==> config.mk <==
export PLATFORM = sky130hd
export DESIGN_NAME = square_matrix_multiply_core
export DESIGN_NICKNAME = d
export VERILOG_FILES = /design/src/hdl/smm_pkg.sv /design/src/hdl/smm_ram.sv /design/src/hdl/square_matrix_multiply_core.sv
export SDC_FILE = /design/constraint.sdc
export NUM_CORES = 2
export LEC_CHECK = 0
export BUFFER_PORTS_ARGS = -buffer_cell sky130_fd_sc_hd__buf_2
export CAP_MARGIN = 0
export CORE_ASPECT_RATIO = 0.6
export CORE_MARGIN = 4
export CORE_UTILIZATION = 31
export DETAILED_ROUTE_END_ITERATION = 6
export MAX_ROUTING_LAYER = met4
export PLACE_DENSITY_LB_ADDON = 0.08
export REMOVE_ABC_BUFFERS = 1
export SLEW_MARGIN = 40
export SYNTH_ARGS = -nofsm -noshare
export SYNTH_HDL_FRONTEND = slang
export SYNTH_SLANG_ARGS = --single-unit
==> constraint.sdc <==
create_clock -name clock -period 11.95 [get_ports clock]
set_input_delay 1.195 -clock clock [delete_from_list [all_inputs] [get_ports clock]]
set_output_delay 1.195 -clock clock [all_outputs]
set_load 0.01 [all_outputs]
==> src/hdl/smm_pkg.sv <==
// Shared constants, control word type and microcode table for the square matrix multiplier.
// No dependencies; imported by smm_ram users and square_matrix_multiply_core.
package smm_pkg;

   // Matrix geometry
   localparam int MAX_SIZE = 8;
   localparam int IDX_W    = (MAX_SIZE > 1) ? $clog2(MAX_SIZE) : 1;
   localparam int CNT_W    = $clog2(MAX_SIZE + 1);
   localparam int DEPTH    = MAX_SIZE * MAX_SIZE;
   localparam int ADDR_W   = (DEPTH > 1) ? $clog2(DEPTH) : 1;

   // Field widths
   localparam int ROW_W   = 3;
   localparam int VALUE_W = 16;
   localparam int SIZE_W  = 4;
   localparam int PROD_W  = 2 * VALUE_W;
   localparam int ACC_W   = 40;

   localparam logic [SIZE_W-1:0] SIZE_RESET = SIZE_W'(MAX_SIZE);

   // Step counter
   localparam int PC_W = 3;
   localparam logic [PC_W-1:0] STEP_IDLE  = 3'd0;
   localparam logic [PC_W-1:0] STEP_INIT  = 3'd1;
   localparam logic [PC_W-1:0] STEP_ISSUE = 3'd2;
   localparam logic [PC_W-1:0] STEP_MUL   = 3'd3;
   localparam logic [PC_W-1:0] STEP_ACC   = 3'd4;
   localparam logic [PC_W-1:0] STEP_EMIT  = 3'd5;
   localparam logic [PC_W-1:0] STEP_NEXT  = 3'd6;

   // Jump conditions
   localparam int COND_W = 3;
   localparam logic [COND_W-1:0] COND_NEVER    = 3'd0;
   localparam logic [COND_W-1:0] COND_ALWAYS   = 3'd1;
   localparam logic [COND_W-1:0] COND_NO_START = 3'd2;
   localparam logic [COND_W-1:0] COND_K_MORE   = 3'd3;
   localparam logic [COND_W-1:0] COND_LAST     = 3'd4;

   typedef struct packed {
      logic              clr_ij;   // reset row/col counters
      logic              clr_k;    // reset k counter and accumulator
      logic              mul_en;   // register the product of the read data
      logic              acc_en;   // add product into accumulator, bump k
      logic              emit;     // load output register, step row/col
      logic              wait_out; // hold this step while output is full
      logic [COND_W-1:0] cond;
      logic [PC_W-1:0]   target;
   } ucode_type;

   function automatic ucode_type smm_ucode(input logic [PC_W-1:0] pc);
      ucode_type w;
      w = '0;
      case (pc)
         STEP_IDLE: begin
            w.cond   = COND_NO_START;
            w.target = STEP_IDLE;
         end
         STEP_INIT: begin
            w.clr_ij = 1'b1;
            w.clr_k  = 1'b1;
         end
         STEP_ISSUE: begin
            w.cond = COND_NEVER;
         end
         STEP_MUL: begin
            w.mul_en = 1'b1;
         end
         STEP_ACC: begin
            w.acc_en = 1'b1;
            w.cond   = COND_K_MORE;
            w.target = STEP_ISSUE;
         end
         STEP_EMIT: begin
            w.emit     = 1'b1;
            w.wait_out = 1'b1;
            w.cond     = COND_LAST;
            w.target   = STEP_IDLE;
         end
         STEP_NEXT: begin
            w.clr_k  = 1'b1;
            w.cond   = COND_ALWAYS;
            w.target = STEP_ISSUE;
         end
         default: begin
            w.cond   = COND_ALWAYS;
            w.target = STEP_IDLE;
         end
      endcase
      return w;
   endfunction

endpackage

==> src/hdl/smm_ram.sv <==
// Generic single-write, single-read RAM with registered read data.
// No dependencies.
module smm_ram #(
   parameter int WIDTH = 16,
   parameter int DEPTH = 64
) (
   input  logic                     clock,
   input  logic                     write_enable,
   input  logic [$clog2(DEPTH)-1:0] write_address,
   input  logic [WIDTH-1:0]         write_data,
   input  logic [$clog2(DEPTH)-1:0] read_address,
   output logic [WIDTH-1:0]         read_data
);

   logic [WIDTH-1:0] mem_ff [DEPTH];
   logic [WIDTH-1:0] read_data_ff;

   always_ff @(posedge clock) begin
      if (write_enable) begin
         mem_ff[write_address] <= write_data;
      end
      read_data_ff <= mem_ff[read_address];
   end

   assign read_data = read_data_ff;

endmodule

==> src/hdl/square_matrix_multiply_core.sv <==
// Top level of the square matrix multiplier: microcoded sequencer, MAC datapath, output register.
// Depends on smm_pkg and smm_ram.
//
// Usage:
//   req_* channel loads one matrix element per transfer (kind 0 = A, 1 = B, row, col,
//   value). A transfer with req_start_req set stores its element and then starts C = A x B
//   over the active size n (csr register, 0 acts as 1, above 8 acts as 8).
//   rsp_* channel returns the n*n elements of C in row-major order, rsp_last on the final one.
//   Loads are taken one per cycle while the sequencer is idle; req_stall is high for the
//   whole product computation.
//   Each element of C is built by one multiply-accumulate pass per k (RAM read, multiply,
//   add through the one MAC unit and the single read port of each store) plus an emit step
//   and one setup step.
//   A finished element sits in the output register; if rsp_stall holds it there the sequencer
//   waits in its emit step, and the next load can be taken once the last element is loaded
//   into the output register.
//   Reset (synchronous) returns to idle, empties the output register and sets the size to 8.
//   Matrix stores are not cleared; entries must be written before they are used.
module square_matrix_multiply_core (
   input  logic                         clock,
   input  logic                         reset,
   // load channel
   input  logic                         req_valid,
   output logic                         req_stall,
   input  logic                         req_kind,
   input  logic [smm_pkg::ROW_W-1:0]    req_row,
   input  logic [smm_pkg::ROW_W-1:0]    req_col,
   input  logic signed [smm_pkg::VALUE_W-1:0] req_value,
   input  logic                         req_start_req,
   // result channel
   output logic                         rsp_valid,
   input  logic                         rsp_stall,
   output logic [smm_pkg::ROW_W-1:0]    rsp_out_row,
   output logic [smm_pkg::ROW_W-1:0]    rsp_out_col,
   output logic signed [smm_pkg::ACC_W-1:0] rsp_product,
   output logic                         rsp_last,
   // configuration
   input  logic                         csr_write_enable,
   input  logic [smm_pkg::SIZE_W-1:0]   csr_write_data
);
   import smm_pkg::*;

   // ---------------------------------------------------------------- config
   logic [SIZE_W-1:0] active_size_ff, active_size_in;
   logic [CNT_W-1:0]  n;

   always_comb begin
      active_size_in = csr_write_enable ? csr_write_data : active_size_ff;
   end

   // saturate the size into 1..MAX_SIZE
   always_comb begin
      if (active_size_ff == '0) begin
         n = CNT_W'(1);
      end else if (active_size_ff > SIZE_W'(MAX_SIZE)) begin
         n = CNT_W'(MAX_SIZE);
      end else begin
         n = CNT_W'(active_size_ff);
      end
   end

   // ---------------------------------------------------------------- sequencer
   logic [PC_W-1:0]  pc_ff, pc_in;
   ucode_type        uc;
   logic             req_accept;
   logic             out_busy;
   logic             hold;
   logic             cond_true;
   logic             last_elem;
   logic             rsp_valid_ff, rsp_valid_in;

   logic [CNT_W-1:0] i_ff, i_in;
   logic [CNT_W-1:0] j_ff, j_in;
   logic [CNT_W-1:0] k_ff, k_in;
   logic [CNT_W-1:0] k_plus;
   logic [CNT_W-1:0] j_plus;

   assign uc         = smm_ucode(pc_ff);
   assign req_stall  = (pc_ff != STEP_IDLE);
   assign req_accept = req_valid && !req_stall;
   assign out_busy   = rsp_valid_ff && rsp_stall;
   assign hold       = uc.wait_out && out_busy;
   assign k_plus     = k_ff + CNT_W'(1);
   assign j_plus     = j_ff + CNT_W'(1);
   assign last_elem  = (i_ff == n - CNT_W'(1)) && (j_ff == n - CNT_W'(1));

   always_comb begin
      case (uc.cond)
         COND_NEVER:    cond_true = 1'b0;
         COND_ALWAYS:   cond_true = 1'b1;
         COND_NO_START: cond_true = !(req_accept && req_start_req);
         COND_K_MORE:   cond_true = (k_plus != n);
         COND_LAST:     cond_true = last_elem;
         default:       cond_true = 1'b0;
      endcase
   end

   always_comb begin
      if (hold) begin
         pc_in = pc_ff;
      end else if (cond_true) begin
         pc_in = uc.target;
      end else begin
         pc_in = pc_ff + PC_W'(1);
      end
   end

   // loop counters
   always_comb begin
      i_in = i_ff;
      j_in = j_ff;
      k_in = k_ff;
      if (uc.clr_ij) begin
         i_in = '0;
         j_in = '0;
      end else if (uc.emit && !hold) begin
         if (j_plus == n) begin
            j_in = '0;
            i_in = i_ff + CNT_W'(1);
         end else begin
            j_in = j_plus;
         end
      end
      if (uc.clr_k) begin
         k_in = '0;
      end else if (uc.acc_en) begin
         k_in = k_plus;
      end
   end

   // ---------------------------------------------------------------- stores
   logic [ADDR_W-1:0]       wr_addr;
   logic                    wr_in_range;
   logic                    left_we, right_we;
   logic [ADDR_W-1:0]       left_raddr, right_raddr;
   logic [VALUE_W-1:0]      left_rdata, right_rdata;

   assign wr_addr      = ADDR_W'(req_row) * ADDR_W'(MAX_SIZE) + ADDR_W'(req_col);
   assign wr_in_range  = (32'(req_row) < MAX_SIZE) && (32'(req_col) < MAX_SIZE);
   assign left_we      = req_accept && wr_in_range && !req_kind;
   assign right_we     = req_accept && wr_in_range && req_kind;

   // A[i][k] and B[k][j]
   assign left_raddr  = ADDR_W'(i_ff[IDX_W-1:0]) * ADDR_W'(MAX_SIZE) + ADDR_W'(k_ff[IDX_W-1:0]);
   assign right_raddr = ADDR_W'(k_ff[IDX_W-1:0]) * ADDR_W'(MAX_SIZE) + ADDR_W'(j_ff[IDX_W-1:0]);

   smm_ram #(.WIDTH(VALUE_W), .DEPTH(DEPTH)) u_left_ram (
      .clock         (clock),
      .write_enable  (left_we),
      .write_address (wr_addr),
      .write_data    (req_value),
      .read_address  (left_raddr),
      .read_data     (left_rdata)
   );

   smm_ram #(.WIDTH(VALUE_W), .DEPTH(DEPTH)) u_right_ram (
      .clock         (clock),
      .write_enable  (right_we),
      .write_address (wr_addr),
      .write_data    (req_value),
      .read_address  (right_raddr),
      .read_data     (right_rdata)
   );

   // ---------------------------------------------------------------- MAC
   logic signed [VALUE_W-1:0] a_data, b_data;
   logic signed [PROD_W-1:0]  prod_ff, prod_in;
   logic signed [ACC_W-1:0]   acc_ff, acc_in;

   assign a_data = left_rdata;
   assign b_data = right_rdata;

   always_comb begin
      prod_in = uc.mul_en ? a_data * b_data : prod_ff;
      if (uc.clr_k) begin
         acc_in = '0;
      end else if (uc.acc_en) begin
         acc_in = acc_ff + ACC_W'(prod_ff);
      end else begin
         acc_in = acc_ff;
      end
   end

   // ---------------------------------------------------------------- output register
   logic                    out_load;
   logic [ROW_W-1:0]        out_row_ff, out_row_in;
   logic [ROW_W-1:0]        out_col_ff, out_col_in;
   logic signed [ACC_W-1:0] product_ff, product_in;
   logic                    last_ff, last_in;

   assign out_load = uc.emit && !hold;

   always_comb begin
      if (out_load) begin
         rsp_valid_in = 1'b1;
      end else if (!rsp_stall) begin
         rsp_valid_in = 1'b0;
      end else begin
         rsp_valid_in = rsp_valid_ff;
      end
      out_row_in = out_load ? ROW_W'(i_ff) : out_row_ff;
      out_col_in = out_load ? ROW_W'(j_ff) : out_col_ff;
      product_in = out_load ? acc_ff       : product_ff;
      last_in    = out_load ? last_elem    : last_ff;
   end

   assign rsp_valid   = rsp_valid_ff;
   assign rsp_out_row = out_row_ff;
   assign rsp_out_col = out_col_ff;
   assign rsp_product = product_ff;
   assign rsp_last    = last_ff;

   // ---------------------------------------------------------------- registers
   always_ff @(posedge clock) begin
      if (reset) begin
         pc_ff          <= STEP_IDLE;
         rsp_valid_ff   <= 1'b0;
         active_size_ff <= SIZE_RESET;
      end else begin
         pc_ff          <= pc_in;
         rsp_valid_ff   <= rsp_valid_in;
         active_size_ff <= active_size_in;
      end
   end

   always_ff @(posedge clock) begin
      i_ff       <= i_in;
      j_ff       <= j_in;
      k_ff       <= k_in;
      prod_ff    <= prod_in;
      acc_ff     <= acc_in;
      out_row_ff <= out_row_in;
      out_col_ff <= out_col_in;
      product_ff <= product_in;
      last_ff    <= last_in;
   end

   // ---------------------------------------------------------------- assertions
   // final element sits on the diagonal
   a_last_diag: assert property (@(posedge clock) disable iff (reset)
      (rsp_valid && rsp_last) |-> (rsp_out_row == rsp_out_col))
      else $error("last flag off the diagonal");

   // accumulate only follows a multiply step
   a_acc_after_mul: assert property (@(posedge clock) disable iff (reset)
      (pc_ff == STEP_ACC) |-> ($past(pc_ff) == STEP_MUL))
      else $error("accumulate without multiply");

   // start transfer launches the sequencer
   a_start_launch: assert property (@(posedge clock) disable iff (reset)
      (req_valid && !req_stall && req_start_req) |=> (pc_ff == STEP_INIT))
      else $error("start transfer did not launch");

   // read index stays inside the active size
   a_k_range: assert property (@(posedge clock) disable iff (reset)
      (pc_ff == STEP_ISSUE) |-> (k_ff < n && i_ff < n && j_ff < n))
      else $error("loop index out of range");

endmodule
Word level (Yosys, flattened, before mapping)
Memory sizes are Yosys's and may differ from the RTL's. A register that Yosys moved wholly into a read port is not among the register bits.
Index checks and enable logic that the tools add are counted.
{"block": "word_totals", "ff_bits": 139, "ramBits": 2048, "inputBits": 33, "output_inout_bits": 49, "wordCells": 77, "mem_count": 2}
{"memory": "u_left_ram.mem_ff", "depth": 64, "word_bits": 16, "read_ports": 1, "rd_clocked_by_memory_dff": 1, "write_ports": 1, "line": "smm_ram.sv:15", "rtl": "logic [WIDTH-1:0] mem_ff [DEPTH];"}
{"memory": "u_right_ram.mem_ff", "depth": 64, "word_bits": 16, "read_ports": 1, "rd_clocked_by_memory_dff": 1, "write_ports": 1, "line": "smm_ram.sv:15"}
{"block": "classes", "addsub": 9, "n_mul": 1, "n_lt_le_gt_ge": 1, "eq_ne": 15, "mux": 18, "n_reduce_logical": 19}
{"operator": "40-bit by 32-bit adder with 40-bit output", "n": 1}
{"operator": "16-bit by 16-bit multiplier with 32-bit output", "n": 1}
{"operator": "6-bit by 3-bit adder with 6-bit output", "n": 3}
{"operator": "4-bit by 1-bit adder with 4-bit output, second input constant", "n": 3}
{"operator": "3-bit by 2-bit == test with 1-bit output, second input constant", "n": 4}
{"operator": "3-bit == test, second input constant", "n": 4}
{"operator": "4-bit == test", "n": 3}
{"operator": "4-bit two-way mux", "n": 3}
{"operator": "3-bit one-hot mux with 4 select lines", "n": 1}
{"operator": "1-bit two-way mux", "n": 10}
{"operator": "1-bit logical AND", "n": 8}
{"operator": "3-bit by 1-bit == test with 1-bit output, second input constant", "n": 2}
{"operator": "4-bit > comparator, second input constant", "n": 1}
{"operator": "1-bit logical NOT", "n": 4}
{"operator": "4-bit logical NOT", "n": 1}
{"operator": "2-bit two-way mux", "n": 2}
{"operator": "4-bit inequality test", "n": 1}
{"operator": "1-bit one-hot mux with 4 select lines", "n": 1}
{"operator": "2-bit OR reduction", "n": 2}
{"operator": "4-bit by 1-bit subtractor with 4-bit output, second input constant", "n": 1}
{"operator": "3-bit by 1-bit adder with 3-bit output, second input constant", "n": 1}
{"operator": "3-bit logical NOT", "n": 1}
{"operator": "3-bit two-way mux", "n": 1}
{"operator": "3-bit nonzero test", "n": 1}
{"operator": "3 further kinds", "n": 3}

Depth between registers and ports, before layout
{"block": "logic_depth", "word_depth": 8, "mapped_depth": 25, "mapped_depth_nobuf": 23}

Cells and area by module
From an unflattened synthesis, not the netlist that was laid out.
{"block": "unflattened", "hier_cells": 5398, "area_unflattened_um2": 96890.4}
{"mod": "smm_ram", "instances": 2, "cells_each": 1829, "area_each_um2": 40042.2, "seq_area_each_um2": 31069.8}
{"mod": "square_matrix_multiply_core", "instances": 1, "cells_each": 1740, "area_each_um2": 16806.1, "seq_area_each_um2": 3573.4}

Least setup slack after synthesis
OpenSTA, ideal clock, no wires.
{"block": "synth_path", "path_type": "register -> register", "start": "register u_left_ram.read_data_ff[15] (netlist: u_left_ram.read_data[15]), read port of u_left_ram.mem_ff", "end": "register prod_ff[30], data pin", "setup_ns": 0.258, "t_arrival_ns": 5.956, "required_time_ns": 11.692, "setup_slack_ns": 5.736, "path_stages_with_launch": 22, "path_buffers": 1, "period_less_slack_ns": 6.214, "path_cell_list": "dfxtp_1 clkbuf_1 nand2_1 inv_1 fa_1 fa_1 fa_1 fa_1 fa_1 inv_1 fa_1 inv_1 ha_1 a21oi_1 o21ai_1 a21o_1 a21o_1 a221oi_1 nor3_1 a21o_1 a21oi_1 xnor2_1"}
{"block": "synth_between", "elab_chain_len": 1}
{"item": "from (decl)", "line": "smm_ram.sv:16", "rtl": "logic [WIDTH-1:0] read_data_ff;"}
{"item": "16-bit by 16-bit multiplier with 32-bit output", "line": "square_matrix_multiply_core.sv:174", "rtl": "prod_in = uc.mul_en ? a_data * b_data : prod_ff;"}
{"item": "to (signal assigned)", "line": "square_matrix_multiply_core.sv:230", "rtl": "prod_ff <= prod_in;"}
{"item": "to (decl)", "line": "square_matrix_multiply_core.sv:167", "rtl": "logic signed [PROD_W-1:0] prod_ff, prod_in;"}
No other way between the ends.
A chain may end at the register's enable or synchronous reset.

Final worst setup path
Same ends and word-level chain as after synthesis.

==> results.yml <==
outcome:
  outcome: "finished clean"
power_and_ir_drop:
  share_seq_of_total_power_pct: 52.4
  internal_power_uw: 12700
  irDropWorstVdd_uv: 132
  power_leakage_uw: 0.0348
  switching_share_pct: 22.2
  comb_power_share_pct: 5.4
  power_per_cell_area_nw_per_um2: 150
  clkPwrFrac_pct: 42.2
  switchingPower_uw: 3640
hold_path:
  hold_depth: 0
  hold_start: "acc_ff[34]"
  hold_class: "reg2reg"
  worstHoldEndpoint: "rsp_product[34]"
critical_path:
  length_in_cells_of_the_worst_reg_to_reg_path: 20
  worst_path_max_delay_cell: "fa_1"
  critPathArrivalTime_ps: 7560
  end_kind: "flip-flop"
  criticalPathCategory: "reg2reg"
  crit_path_start_kind: "flip-flop"
  timing.critical_path.cells: "nand2_1 > inv_1 > fa_1 > fa_1 > fa_1 > fa_1 > fa_1 > inv_1 > fa_1 > inv_1 > ha_1 > a21oi_1 > o21ai_1 > a21o_1 > a21o_1 > a221oi_1 > nor3_1 > a21o_1 > a21oi_1 > xnor2_1"
  worst_path_dominant_cell_family: "adder cells"
  worstPathRequired_ps: 12590
  reg2reg_to: "prod_ff[30]"
  reg2reg_setup_slack_ps: 5030
  worst_r2r_startpoint: "u_left_ram.read_data[15]"
  crit_buf_inv: 3
  cpPeakStageDelay_ps: 950
  critical-path-top-cell-by-count: "fa_1"
  crit_path_max_fanout: 16
placement:
  dp.cells: 8905
  placement.io_buffers: 81
  globalplace.congestion: 0.769
  place.detailed.hpwl_um: 172000
synth:
  ys_seq_area_share_pct: 69.0
  syn_avg_cell_area_um2: 19.8
  yosys-top-cells-count: "edfxtp_1 (2127), mux4_2 (672), inv_1 (300), fa_1 (263), nand2_1 (222)"
  yosysTopAreaCell: "edfxtp_1"
  yosys_register_bits: 2219
  cell_variety_after_synth: 61
  post_synth_main_area_contributors: "edfxtp_1 (67%), mux4_2 (16%), fa_1 (5.5%), dfxtp_1 (1.9%), ha_1 (1.7%)"
  post-synth-top-area-fraction_pct: 67.0
  synth_most_common_cell: "edfxtp_1"
  ys_warn_count: 0
  syn-cell-area_um2: 95300
  synthArstFlopShare_pct: 0
  synth_flop_type: "edfxtp_1"
  postSynthCellCount: 4825
  synth_edf_count: 2127
detailed_routing:
  detail_route.iter0.violations: 4725
  route.antenna.remaining_nets: 0
  metal1_wirelength_um: 139000
  via_per_inst: 5.04
  detail_route.first_pass.iterations: 5
  postRouteWirelength_um: 273000
  route.detailed.drc: 0
  wire_length_on_met2_um: 107000
  met3_length_um: 22800
  route.vias.total: 47000
  routed.top_layer: "met4"
  route.detailed.wl_per_inst_um: 29.3
global_route:
  gr-total-overflow: 0
  grt_first_pass_wirelength_um: 386000
  maximum_number_of_pins_on_one_net_before_global_route_repair: 111
  first_global_vias: 47700
  antenna_found_initial: 38
  global_route.usage.total_pct: 17.8
cells_and_area:
  final_layout_size_suffix_gt1_share_pct: 25.5
  fin_nets: 5511
  post_layout_nonfiller_instances: 9326
  syn2layout_area_growth_pct: 14.3
  final_standard_cell_utilization_of_the_core_pct: 35.7
sta:
  achievable-frequency_mhz: 144
  finalHoldViolCount: 0
  timing.hold.ws_ps: 466
  rsz0062_at_grt: "false"
  final-max-slew-violation-count: 0
  timing.clock.skew_ps: 83.9
  finalSetupViolations: 0
  period_needed_ps: 6920
  max_slew.worst_pin.slew_ps: 926
  final_worst_path_cycle_share_pct: 57.9
  relSlewSlack_pct: 38.3
cts:
  post_cts_resized: 0
  clock-sinks: 2219
  ctsHoldBuffers: 0
  clk_latency_ps: 910
  cts.htree.levels: 4
  cts.reportedPaths.clkPinSlew_ps: 60
  cts_made_buffers: 224
  clock_tree_from_tritoncts: "yes"
  clockBufferDepth: 4
  cts.root.buffer_cell: "clkbuf_16"
  post_cts_buffers: 0
floorplan:
  io-pin-count: 82
  placement_rows: 157
  initial_core_util_pct: 31.2
  chipHeight_um: 437
  fp.dieArea_um2: 317000
  die_width_um: 724
  core_area_um2: 305000
job:
  drv_cap: 0
[sequential cells by signal, indices dropped and copies added, names as in the netlist]
register and cells:
rsp_product 40, rsp_out_col 3, rsp_last 1, pc_ff 3, j_ff 4, u_left_ram.mem_ff 1024, prod_ff 32, active_size_ff 4
u_right_ram.read_data 16, u_right_ram.mem_ff 1024, i_ff 4, rsp_valid 1, rsp_out_row 3, k_ff 4, u_left_ram.read_data 16, acc_ff 40
[worst max path at each step]
stage,startpoint,to,depth (start not counted)
2_1_floorplan,k_ff[0],pc_ff[1],9
3_3_place_gp,u_right_ram.read_data[7],prod_ff[29],23
3_5_place_dp,u_right_ram.read_data[7],prod_ff[29],23
4_1_cts,u_right_ram.read_data[7],prod_ff[29],23
5_1_grt,u_left_ram.read_data[15],prod_ff[30],20
6_report,u_left_ram.read_data[15],prod_ff[30],20
[layer usage]
metal | GRT usage, % | vias up
met2 | 22.4 | 1393
met3 | 4.97 | 311
met5 | - | -
met4 | 3.21 | 0
met1 | 28.1 | 25700
li1 | - | 19600
[cell families (layout without fill, tap and decap cells)]
logic type / Yosys count / in the layout / share of synthesized area, %
DFF: 2219 / 2219 / 69.0
muxes: 681 / 681 / 16.0
and+or+nand+nor: 674 / 674 / 3.27
buffers and inverters: 529 / 961 / 2.16
adders and majority gates: 393 / 393 / 7.23
AOI/OAI and AO/OA: 246 / 246 / 1.65
xor gates and xnor gates: 83 / 83 / 0.763
other: 0 / 15 / 0
[power groups by stage]
stage,registers (uW),clock network [uW],logic [uW]
final,8570,6890,887
after CTS,8570,7110,904
after global routing,8570,7460,1020
after global placement,8740,0,897
after detailed placement,8740,0,901
after floorplan,8740,0,556
[cell usage in the layout (no fill, tap or decap), types with 65 or more instances in the layout]
cell type / synthesis / layout
a21oi_1: 90 / 89
and2_1: 124 / 124
buf_2: 39 / 65
buf_4: 7 / 154
clkbuf_16: 0 / 226
dfxtp_1: 92 / 83
edfxtp_1: 2127 / 2127
fa_1: 263 / 263
ha_1: 130 / 130
inv_1: 300 / 300
mux4_2: 672 / 672
nand2_1: 222 / 221
nor2_1: 214 / 141
[metrics by stage]
stage               power (uW)  setup slack [ps]  area (um^2)  TNS, ps
finish                   16400              5030       109000        0
global route             17000              4530       109000        0
CTS                      16600              4770       109000        0
detailed placement        9640              4800       102000        0
global placement          9640              4770       102000        0
floorplan                 9300             -1410        94400   -32870
[cell type report]
| type | count | area (um^2) |
|---|---|---|
| clock buffer | 276 | 5840 |
| tap | 4054 | 5070 |
| multi-input combinational | 2077 | 27800 |
| inverter | 300 | 1130 |
| sequential | 2219 | 65700 |
| timing repair buffer | 263 | 2200 |
| antenna | 15 | 37.5 |
| clock inverter | 122 | 1100 |
| fill | 28300 | 196000 |
Power figures use the tool's default switching activity.
